[src/rtl/bpa_pkg.sv]
// ----------------------------------------------------------------------------
// bpa_pkg
// Shared constants, request codes, sequencer states and the result type of
// the bitmap word unit.
// ----------------------------------------------------------------------------
package bpa_pkg;

  localparam int unsigned N_PAGES   = 65536;
  localparam int unsigned MAX_RUN   = 256;
  localparam int unsigned WORD_W    = 32;
  localparam int unsigned OFF_W     = $clog2(WORD_W);
  localparam int unsigned NUM_WORDS = N_PAGES / WORD_W;
  localparam int unsigned ADDR_W    = $clog2(NUM_WORDS);
  localparam int unsigned POS_W     = $clog2(N_PAGES) + 1;
  localparam int unsigned RUN_W     = $clog2(MAX_RUN) + 1;
  localparam int unsigned POP_W     = OFF_W + 1;

  typedef enum logic [2:0] {
    REQ_INIT_BEGIN  = 3'd0,
    REQ_INIT_REGION = 3'd1,
    REQ_INIT_END    = 3'd2,
    REQ_ALLOC       = 3'd3,
    REQ_FREE        = 3'd4
  } req_e;

  typedef enum logic [3:0] {
    ST_CLEAR,
    ST_IDLE,
    ST_DECODE,
    ST_FILL,
    ST_RNG_RD,
    ST_RNG_WR,
    ST_AL_RD,
    ST_AL_CHK,
    ST_DONE
  } state_e;

  typedef struct packed {
    logic [WORD_W-1:0] new_word;
    logic [POP_W-1:0]  changed;
    logic              all_free;
    logic              all_used;
    logic              bit_used;
  } wu_res_t;

endpackage

[src/rtl/bpa_word_unit.sv]
// ----------------------------------------------------------------------------
// bpa_word_unit
// Shared word unit: masks a bitmap word from a start offset up to an optional
// end offset, sets or clears those bits, counts flipped bits and reports
// whether the bits from the start offset are all free or all used.
// ----------------------------------------------------------------------------
module bpa_word_unit (
  input  logic [bpa_pkg::WORD_W-1:0] word_i,
  input  logic [bpa_pkg::OFF_W-1:0]  lo_off_i,
  input  logic                       has_end_i,
  input  logic [bpa_pkg::OFF_W-1:0]  end_off_i,
  input  logic                       set_i,
  output bpa_pkg::wu_res_t           res_o
);
  import bpa_pkg::*;

  logic [WORD_W-1:0] lo_mask;
  logic [WORD_W-1:0] end_mask;
  logic [WORD_W-1:0] mask;
  logic [WORD_W-1:0] new_word;

  always_comb begin
    lo_mask  = {WORD_W{1'b1}} << lo_off_i;
    end_mask = has_end_i ? ~({WORD_W{1'b1}} << end_off_i) : {WORD_W{1'b1}};
    mask     = lo_mask & end_mask;
    new_word = set_i ? (word_i | mask) : (word_i & ~mask);
    res_o.new_word = new_word;
    res_o.changed  = POP_W'($countones(word_i ^ new_word));
    res_o.all_free = (word_i & lo_mask) == '0;
    res_o.all_used = (~word_i & lo_mask) == '0;
    res_o.bit_used = word_i[lo_off_i];
  end

endmodule

[src/rtl/bpa_ctrl.sv]
// ----------------------------------------------------------------------------
// bpa_ctrl
// Request sequencer: decodes an item, sweeps the bitmap word by word through
// the shared word unit, keeps the page counts and holds the result register.
// ----------------------------------------------------------------------------
module bpa_ctrl (
  input  logic                        clk_i,
  input  logic                        rst_ni,
  input  logic                        in_valid_i,
  output logic                        in_ready_o,
  input  logic [2:0]                  req_type_i,
  input  logic [51:0]                 page_number_i,
  input  logic [23:0]                 page_count_i,
  input  logic [3:0]                  mem_type_i,
  input  logic [16:0]                 reserved_i,
  input  logic [15:0]                 type_mask_i,
  output logic                        out_valid_o,
  input  logic                        out_ready_i,
  output logic                        status_o,
  output logic [15:0]                 alloc_page_o,
  output logic [16:0]                 used_count_o,
  output logic [16:0]                 free_count_o,
  output logic [16:0]                 total_count_o,
  output logic                        ram_we_o,
  output logic [bpa_pkg::ADDR_W-1:0]  ram_waddr_o,
  output logic [bpa_pkg::WORD_W-1:0]  ram_wdata_o,
  output logic [bpa_pkg::ADDR_W-1:0]  ram_raddr_o,
  input  logic [bpa_pkg::WORD_W-1:0]  ram_rdata_i
);
  import bpa_pkg::*;

  localparam logic [POS_W-1:0] PagesEnd = POS_W'(N_PAGES);

  state_e state_q, state_d;
  logic [2:0]       req_q, req_d;
  logic [51:0]      page_q, page_d;
  logic [23:0]      cnt_q, cnt_d;
  logic [3:0]       type_q, type_d;
  logic [POS_W-1:0] pos_q, pos_d;
  logic [POS_W-1:0] hi_q, hi_d;
  logic             set_q, set_d;
  logic [RUN_W-1:0] run_q, run_d;
  logic             status_q, status_d;
  logic [15:0]      alloc_q, alloc_d;
  logic [16:0]      used_q, used_d;
  logic [16:0]      total_q, total_d;
  logic             out_valid_q, out_valid_d;
  logic             o_status_q, o_status_d;
  logic [15:0]      o_alloc_q, o_alloc_d;
  logic [16:0]      o_used_q, o_used_d;
  logic [16:0]      o_free_q, o_free_d;
  logic [16:0]      o_total_q, o_total_d;

  wu_res_t          wu;
  logic [OFF_W-1:0] pos_off;
  logic [POS_W-1:0] pos_next_word;
  logic             has_end;
  logic             word_last;
  logic             scan_end;
  logic [OFF_W:0]   n_bits;
  logic [RUN_W:0]   run_plus_n;
  logic [RUN_W-1:0] cnt_run;
  logic [RUN_W-1:0] run_inc;
  logic             found_word;
  logic             found_bit;
  logic [POS_W-1:0] start_word;
  logic [POS_W-1:0] start_bit;
  logic             page_in;
  logic [52:0]      range_sum;
  logic [POS_W-1:0] sum_clamp;
  logic [POS_W-1:0] res_clamp;
  logic             mask_ok;
  logic             alloc_ok;
  logic             out_free;

  assign pos_off       = pos_q[OFF_W-1:0];
  assign pos_next_word = {pos_q[POS_W-1:OFF_W] + (POS_W-OFF_W)'(1), {OFF_W{1'b0}}};
  assign has_end       = hi_q[POS_W-1:OFF_W] == pos_q[POS_W-1:OFF_W];
  assign word_last     = pos_next_word >= hi_q;
  assign scan_end      = pos_next_word >= PagesEnd;
  assign n_bits        = (OFF_W+1)'(WORD_W) - {1'b0, pos_off};
  assign run_plus_n    = {1'b0, run_q} + (RUN_W+1)'(n_bits);
  assign cnt_run       = cnt_q[RUN_W-1:0];
  assign run_inc       = run_q + RUN_W'(1);
  assign found_word    = wu.all_free && (run_plus_n >= {1'b0, cnt_run});
  assign found_bit     = !wu.all_free && !wu.all_used && !wu.bit_used && (run_inc == cnt_run);
  assign start_word    = pos_q - POS_W'(run_q);
  assign start_bit     = pos_q + POS_W'(1) - POS_W'(cnt_run);
  assign page_in       = page_q[51:POS_W-1] == '0;
  assign range_sum     = {1'b0, page_q} + 53'(cnt_q);
  assign sum_clamp     = (range_sum >= 53'(N_PAGES)) ? PagesEnd : range_sum[POS_W-1:0];
  assign res_clamp     = (reserved_i >= PagesEnd) ? PagesEnd : reserved_i;
  assign mask_ok       = type_mask_i[type_q];
  assign alloc_ok      = (cnt_q != '0) && (cnt_q <= 24'(MAX_RUN)) && (reserved_i < PagesEnd);
  assign out_free      = !out_valid_q || out_ready_i;

  bpa_word_unit u_word_unit (
    .word_i    (ram_rdata_i),
    .lo_off_i  (pos_off),
    .has_end_i (has_end),
    .end_off_i (hi_q[OFF_W-1:0]),
    .set_i     (set_q),
    .res_o     (wu)
  );

  // Next state.
  always_comb begin
    state_d = state_q;
    unique case (state_q)
      ST_CLEAR:  if (scan_end) state_d = ST_IDLE;
      ST_FILL:   if (scan_end) state_d = ST_DONE;
      ST_IDLE:   if (in_valid_i) state_d = ST_DECODE;
      ST_DECODE: begin
        state_d = ST_DONE;
        case (req_q)
          REQ_INIT_BEGIN:  state_d = ST_FILL;
          REQ_INIT_REGION: if (mask_ok && page_in && cnt_q != '0) state_d = ST_RNG_RD;
          REQ_FREE:        if (page_in && cnt_q != '0) state_d = ST_RNG_RD;
          REQ_INIT_END:    if (res_clamp != '0) state_d = ST_RNG_RD;
          REQ_ALLOC:       if (alloc_ok) state_d = ST_AL_RD;
          default:         state_d = ST_DONE;
        endcase
      end
      ST_RNG_RD: state_d = ST_RNG_WR;
      ST_RNG_WR: state_d = word_last ? ST_DONE : ST_RNG_RD;
      ST_AL_RD:  state_d = ST_AL_CHK;
      ST_AL_CHK: begin
        if (found_word || found_bit) begin
          state_d = ST_RNG_RD;
        end else if (wu.all_used || wu.all_free || pos_off == '1) begin
          state_d = scan_end ? ST_DONE : ST_AL_RD;
        end
      end
      ST_DONE:   if (out_free) state_d = ST_IDLE;
      default:   state_d = ST_IDLE;
    endcase
  end

  // Datapath and outputs.
  always_comb begin
    req_d       = req_q;
    page_d      = page_q;
    cnt_d       = cnt_q;
    type_d      = type_q;
    pos_d       = pos_q;
    hi_d        = hi_q;
    set_d       = set_q;
    run_d       = run_q;
    status_d    = status_q;
    alloc_d     = alloc_q;
    used_d      = used_q;
    total_d     = total_q;
    out_valid_d = out_valid_q && !out_ready_i;
    o_status_d  = o_status_q;
    o_alloc_d   = o_alloc_q;
    o_used_d    = o_used_q;
    o_free_d    = o_free_q;
    o_total_d   = o_total_q;
    ram_we_o    = 1'b0;
    ram_wdata_o = wu.new_word;
    ram_waddr_o = pos_q[POS_W-2:OFF_W];
    ram_raddr_o = pos_q[POS_W-2:OFF_W];
    unique case (state_q)
      ST_CLEAR, ST_FILL: begin
        ram_we_o    = 1'b1;
        ram_wdata_o = (state_q == ST_FILL) ? {WORD_W{1'b1}} : {WORD_W{1'b0}};
        pos_d       = pos_next_word;
      end
      ST_IDLE: begin
        if (in_valid_i) begin
          req_d  = req_type_i;
          page_d = page_number_i;
          cnt_d  = page_count_i;
          type_d = mem_type_i;
        end
      end
      ST_DECODE: begin
        status_d = 1'b0;
        alloc_d  = '0;
        set_d    = 1'b1;
        run_d    = '0;
        case (req_q)
          REQ_INIT_BEGIN: begin
            used_d  = 17'(N_PAGES);
            total_d = 17'(N_PAGES);
            pos_d   = '0;
          end
          REQ_INIT_REGION, REQ_FREE: begin
            pos_d = page_q[POS_W-1:0];
            hi_d  = sum_clamp;
            set_d = 1'b0;
          end
          REQ_INIT_END: begin
            pos_d = '0;
            hi_d  = res_clamp;
          end
          REQ_ALLOC: begin
            status_d = 1'b1;
            pos_d    = reserved_i;
          end
          default: ;
        endcase
      end
      ST_RNG_WR: begin
        ram_we_o = 1'b1;
        pos_d    = pos_next_word;
        if (set_q) begin
          used_d = used_q + 17'(wu.changed);
        end else begin
          used_d = (used_q >= 17'(wu.changed)) ? used_q - 17'(wu.changed) : '0;
        end
      end
      ST_AL_CHK: begin
        if (found_word) begin
          pos_d    = start_word;
          hi_d     = start_word + POS_W'(cnt_run);
          status_d = 1'b0;
          alloc_d  = start_word[15:0];
        end else if (found_bit) begin
          pos_d    = start_bit;
          hi_d     = start_bit + POS_W'(cnt_run);
          status_d = 1'b0;
          alloc_d  = start_bit[15:0];
        end else if (wu.all_used) begin
          run_d = '0;
          pos_d = pos_next_word;
        end else if (wu.all_free) begin
          run_d = run_plus_n[RUN_W-1:0];
          pos_d = pos_next_word;
        end else begin
          run_d = wu.bit_used ? '0 : run_inc;
          pos_d = pos_q + POS_W'(1);
        end
      end
      ST_DONE: begin
        if (out_free) begin
          out_valid_d = 1'b1;
          o_status_d  = status_q;
          o_alloc_d   = alloc_q;
          o_used_d    = used_q;
          o_total_d   = total_q;
          o_free_d    = (total_q > used_q) ? total_q - used_q : '0;
        end
      end
      default: ;
    endcase
  end

  always_ff @(posedge clk_i or negedge rst_ni) begin
    if (!rst_ni) begin
      state_q     <= ST_CLEAR;
      pos_q       <= '0;
      used_q      <= '0;
      total_q     <= '0;
      out_valid_q <= 1'b0;
    end else begin
      state_q     <= state_d;
      pos_q       <= pos_d;
      used_q      <= used_d;
      total_q     <= total_d;
      out_valid_q <= out_valid_d;
    end
  end

  always_ff @(posedge clk_i) begin
    req_q      <= req_d;
    page_q     <= page_d;
    cnt_q      <= cnt_d;
    type_q     <= type_d;
    hi_q       <= hi_d;
    set_q      <= set_d;
    run_q      <= run_d;
    status_q   <= status_d;
    alloc_q    <= alloc_d;
    o_status_q <= o_status_d;
    o_alloc_q  <= o_alloc_d;
    o_used_q   <= o_used_d;
    o_free_q   <= o_free_d;
    o_total_q  <= o_total_d;
  end

  assign in_ready_o    = state_q == ST_IDLE;
  assign out_valid_o   = out_valid_q;
  assign status_o      = o_status_q;
  assign alloc_page_o  = o_alloc_q;
  assign used_count_o  = o_used_q;
  assign free_count_o  = o_free_q;
  assign total_count_o = o_total_q;

endmodule

[config.mk]
export PLATFORM = sky130hd
export DESIGN_NAME = bpa_ctrl
export DESIGN_NICKNAME = d
export VERILOG_FILES = /design/src/rtl/bpa_pkg.sv /design/src/rtl/bpa_word_unit.sv /design/src/rtl/bpa_ctrl.sv
export SDC_FILE = /design/constraint.sdc
export NUM_CORES = 1
export LEC_CHECK = 0
export ABC_AREA = 1
export BUFFER_PORTS_ARGS = -buffer_cell sky130_fd_sc_hd__buf_2
export CELL_PAD_IN_SITES_DETAIL_PLACEMENT = 1
export CELL_PAD_IN_SITES_GLOBAL_PLACEMENT = 1
export CORE_MARGIN = 2
export CORE_UTILIZATION = 43
export DETAILED_ROUTE_END_ITERATION = 10
export GPL_ROUTABILITY_DRIVEN = 0
export PLACE_DENSITY = 0.91
export SYNTH_ARGS = -nofsm -noshare
export SYNTH_HDL_FRONTEND = slang
export SYNTH_HIERARCHICAL = 1
export SYNTH_SLANG_ARGS = --single-unit
export TNS_END_PERCENT = 5
[constraint.sdc]
create_clock -name clk_i -period 10.6 [get_ports clk_i]
set_input_delay 3.18 -clock clk_i [delete_from_list [all_inputs] [get_ports clk_i]]
set_output_delay 3.18 -clock clk_i [all_outputs]
set_load 0.005 [all_outputs]
==> impl_results.rst <==
.. list-table::
   :header-rows: 1

   * - Metric
     - Value
   * - Dominant cells by area after synthesis
     - edfxtp_1, nand2_1, inv_1
   * - Unique cell type count in the Yosys netlist
     - 59
   * - Kind of launch point of the worst setup path
     - flop
   * - Number of setup buffers added after CTS
     - 0
   * - Total count of max-transition violations in the final report
     - 0
   * - Max Freq
     - 102.2 MHz
   * - Number of buffers added by the clock tree synthesis step
     - 27
   * - Port Buffers
     - 260
   * - Routing usage on met2
     - 0.5228
   * - Post-synthesis cell area
     - 21510 sq um
   * - CTS Root Buffer Type
     - clkbuf_16
   * - Starting DRC count in detailed routing
     - 2002
   * - Mean number of vias per cell
     - 5.626
   * - Buffer levels on the longest clock path
     - 3
   * - Detailed Place HPWL
     - 66.70 mm
   * - Full die area
     - 51830 sq um
   * - Count of cells along the worst hold path
     - 0
   * - Flops & latches, synth
     - 219
   * - Total wire length after detailed routing
     - 83.26 mm
   * - Path class of the lowest-slack min-delay path
     - flop to flop
   * - Kind of critical path
     - flop to flop
   * - Number of vias after detailed routing
     - 22960
   * - Total area of multi-input combinational cells
     - 12620 sq um
   * - Layout cell share with drive strength beyond 1
     - 0.1324
   * - Width of the chip
     - 227.7 um
   * - Hold buffer count at CTS
     - 0
   * - Portion of synthesized cell area occupied by the leading cell type
     - 0.2499
   * - Setup-failing EPs final
     - 0
   * - Number of enable flip-flop cells after synthesis
     - 179
   * - Setup slack of the worst register-to-register path
     - 820 ps
   * - Time the worst path needs with I/O delays and setup
     - 9783 ps
   * - All-layer global routing usage
     - 0.3154
   * - Clock net sink count
     - 219
   * - Fraction of the yosys area taken by sequential cells
     - 0.2964
   * - MaxCap Viol Count
     - 0
   * - Final count of hold timing violations
     - 0
   * - Average footprint of a synthesized cell
     - 6.771 sq um
   * - Highest-utilization routing layer at the global route stage
     - met2
   * - Critical Path Slowest Stage Cell
     - dfrtp_1
   * - Origin of the critical flop-to-flop path
     - pos_q[5]
   * - Run status
     - complete, no violations
   * - Worst Path Max Fanout
     - 12
   * - Maximum level of the CTS H-tree
     - 1
   * - Via count of the first global-routing pass
     - 23310
   * - Met1 track demand over resource
     - 0.4011
   * - Insertion delay to the later sink of the worst-skew pair
     - 580 ps
   * - Chip Height
     - 227.7 um
   * - Max_slew headroom
     - 0.3007
   * - Setup skew after layout
     - 10.90 ps
   * - Cell row count
     - 81
   * - Post-route DRC violation count
     - 0
   * - Aggregate global routing overflow
     - 0
   * - Antenna violations before repair
     - 5
   * - Wire length of the first global-routing pass
     - 127.2 mm
   * - Setup tns final
     - 0 ps
   * - Worst Min Path Start
     - alloc_q[13]
   * - Maximum number of pins on one net before global-route repair
     - 73
   * - Worst path max stage delay
     - 660 ps
   * - Hold worst-path end
     - alloc_page_o[13]
   * - Worst Reg-to-Reg Cells
     - 41
   * - Syn. warnings
     - 6
   * - Routed len/inst
     - 20.40 um
   * - Met3 capacity usage during global routing
     - 0.05888
   * - Post-route worst hold slack
     - 419.4 ps
   * - Clk slew on worst S/H paths
     - 60 ps
   * - Slew at the pin with the worst max-slew slack
     - 1049 ps
   * - FF-to-FF End
     - used_q[16]
   * - Worst path required time
     - 11060 ps
   * - Sequential cell area
     - 6376 sq um
   * - Syn-to-layout area delta
     - 12.14%
   * - Initial Utilization
     - 0.4376
   * - Setup repair after global routing missed its margin
     - no
   * - Drt first pass iters
     - 6
   * - Most frequent cell on the critical path
     - inv_1
   * - Cell type contributing the most total cell area after synthesis
     - edfxtp_1
   * - Final-layout fill cell count
     - 6634
   * - Placeable core region
     - 49150 sq um
   * - Final period util
     - 0.9229
   * - Resize count post-CTS
     - 0
   * - Most used flip-flop cell after synthesis
     - edfxtp_1
   * - Setup crit end kind
     - flop
   * - Post-synth ARST share
     - 0.1826
   * - WP data arrival
     - 10240 ps
   * - Number of top-level pins
     - 277
   * - Number of cells produced by synthesis
     - 3177
   * - TritonCTS clock tree
     - done
   * - Final #Nets
     - 3686
   * - Count of antenna-violating nets left after detailed routing
     - 0
worst max-delay path: cells and delay by family (launching register included):
kind	cells	cell delay [ps]
compound gates	7	1210
simple gates	10	1650
buf+inv	11	1520
fa+ha+maj	9	3850
flops	1	660
xor+xnor	4	740
Yosys cell counts (12+ instances only):
master / instances
o21ai_0: 148
a221oi_1: 13
o211ai_1: 12
inv_2: 24
inv_1: 491
nand2_2: 25
xnor2_1: 27
fa_1: 28
nor2_1: 303
nor2_4: 12
edfxtp_1: 179
nand3_1: 228
nand2_1: 882
o21ai_1: 12
xor2_1: 81
nor3_1: 42
nand4_1: 68
a21oi_1: 164
nor2_2: 22
buf_2: 22
dfrtp_1: 40
a31oi_1: 21
o22ai_1: 16
ha_1: 114
clkbuf_1: 41
buf_4: 43
final cells by class:
type,instances,share of cell area
clock inverters,13,0.004409
diodes,5,0.0005187
inverters,516,0.08029
multi-input cells,2344,0.5234
repair buffers,284,0.06141
well taps,664,0.03444
flip-flops and latches,219,0.2643
clock buffers,37,0.03123
worst max path at each step:
stage / slack, ps / endpoint / start
global placement: 700 / used_q[15] / ram_rdata_i[1]
floorplan: 1360 / used_q[16] / ram_rdata_i[1]
global route: 230 / used_q[15] / pos_q[5]
detailed placement: 460 / used_q[16] / ram_rdata_i[1]
finish: 820 / used_q[16] / pos_q[5]
CTS: 1010 / used_q[16] / pos_q[5]
logic make-up after synthesis:
group,after synthesis,synth area share
xor gates and xnor gates,108,0.04397
buffers and inverters,629,0.1206
muxes,1,0.0004654
and+or+nand+nor,1645,0.3332
AOI/OAI and AO/OA,432,0.1127
DFF,219,0.2964
adders and majority gates,142,0.09237
other,1,0.0001743
sequential cells by signal, summed over array words and instances, names as in the netlist:
| name | count |
|---|---|
| used_q | 17 |
| status_q | 1 |
| used_count_o | 17 |
| cnt_q | 24 |
| run_q | 9 |
| total_count_o | 1 |
| pos_q | 17 |
| hi_q | 17 |
| free_count_o | 17 |
| req_q | 3 |
| status_o | 1 |
| set_q | 1 |
| total_q | 1 |
| page_q | 52 |
| alloc_page_o | 16 |
| alloc_q | 16 |
| state_q | 4 |
| type_q | 4 |
| out_valid_o | 1 |
layout by cell type, fill, tap and decap left out, types with 13 or more instances in the layout:
cell       count
inv_2         24
a31oi_1       21
conb_1        16
dfrtp_1       40
o22ai_1       16
nand4_1       68
nand2_2       25
nor2_2        23
xor2_1        81
clkbuf_16     27
ha_1         114
buf_4         24
nand3_1      228
a221oi_1      13
buf_2        260
nand2_1      882
nor3_1        41
fa_1          28
nor2_1       300
nor2_4        14
o21ai_0      148
a21oi_1      164
edfxtp_1     179
inv_1        491
xnor2_1       27
through the flow:
step                      instance area (sq um)  utilization  setup WS [ps]  cells
after floorplan                           21570            -           1359   3192
after global placement                    23250       0.4730          698.5   4027
after detailed placement                  23250       0.4730          455.7   4027
after CTS                                 24110       0.4905           1011   4077
after global routing                      24120       0.4906          233.3   4080
final                                     24120       0.4907          817.2   4082
routing by layer:
metal	routed length [um]	up-vias
met2	38310	979
met1	34180	11050
met4	3779	2
met5	13	-
met3	6977	232
li1	-	10710
Power is left out: the tool's default activity adds up to more than one toggle a clock period on the data nets, which glitch-free logic cannot reach.
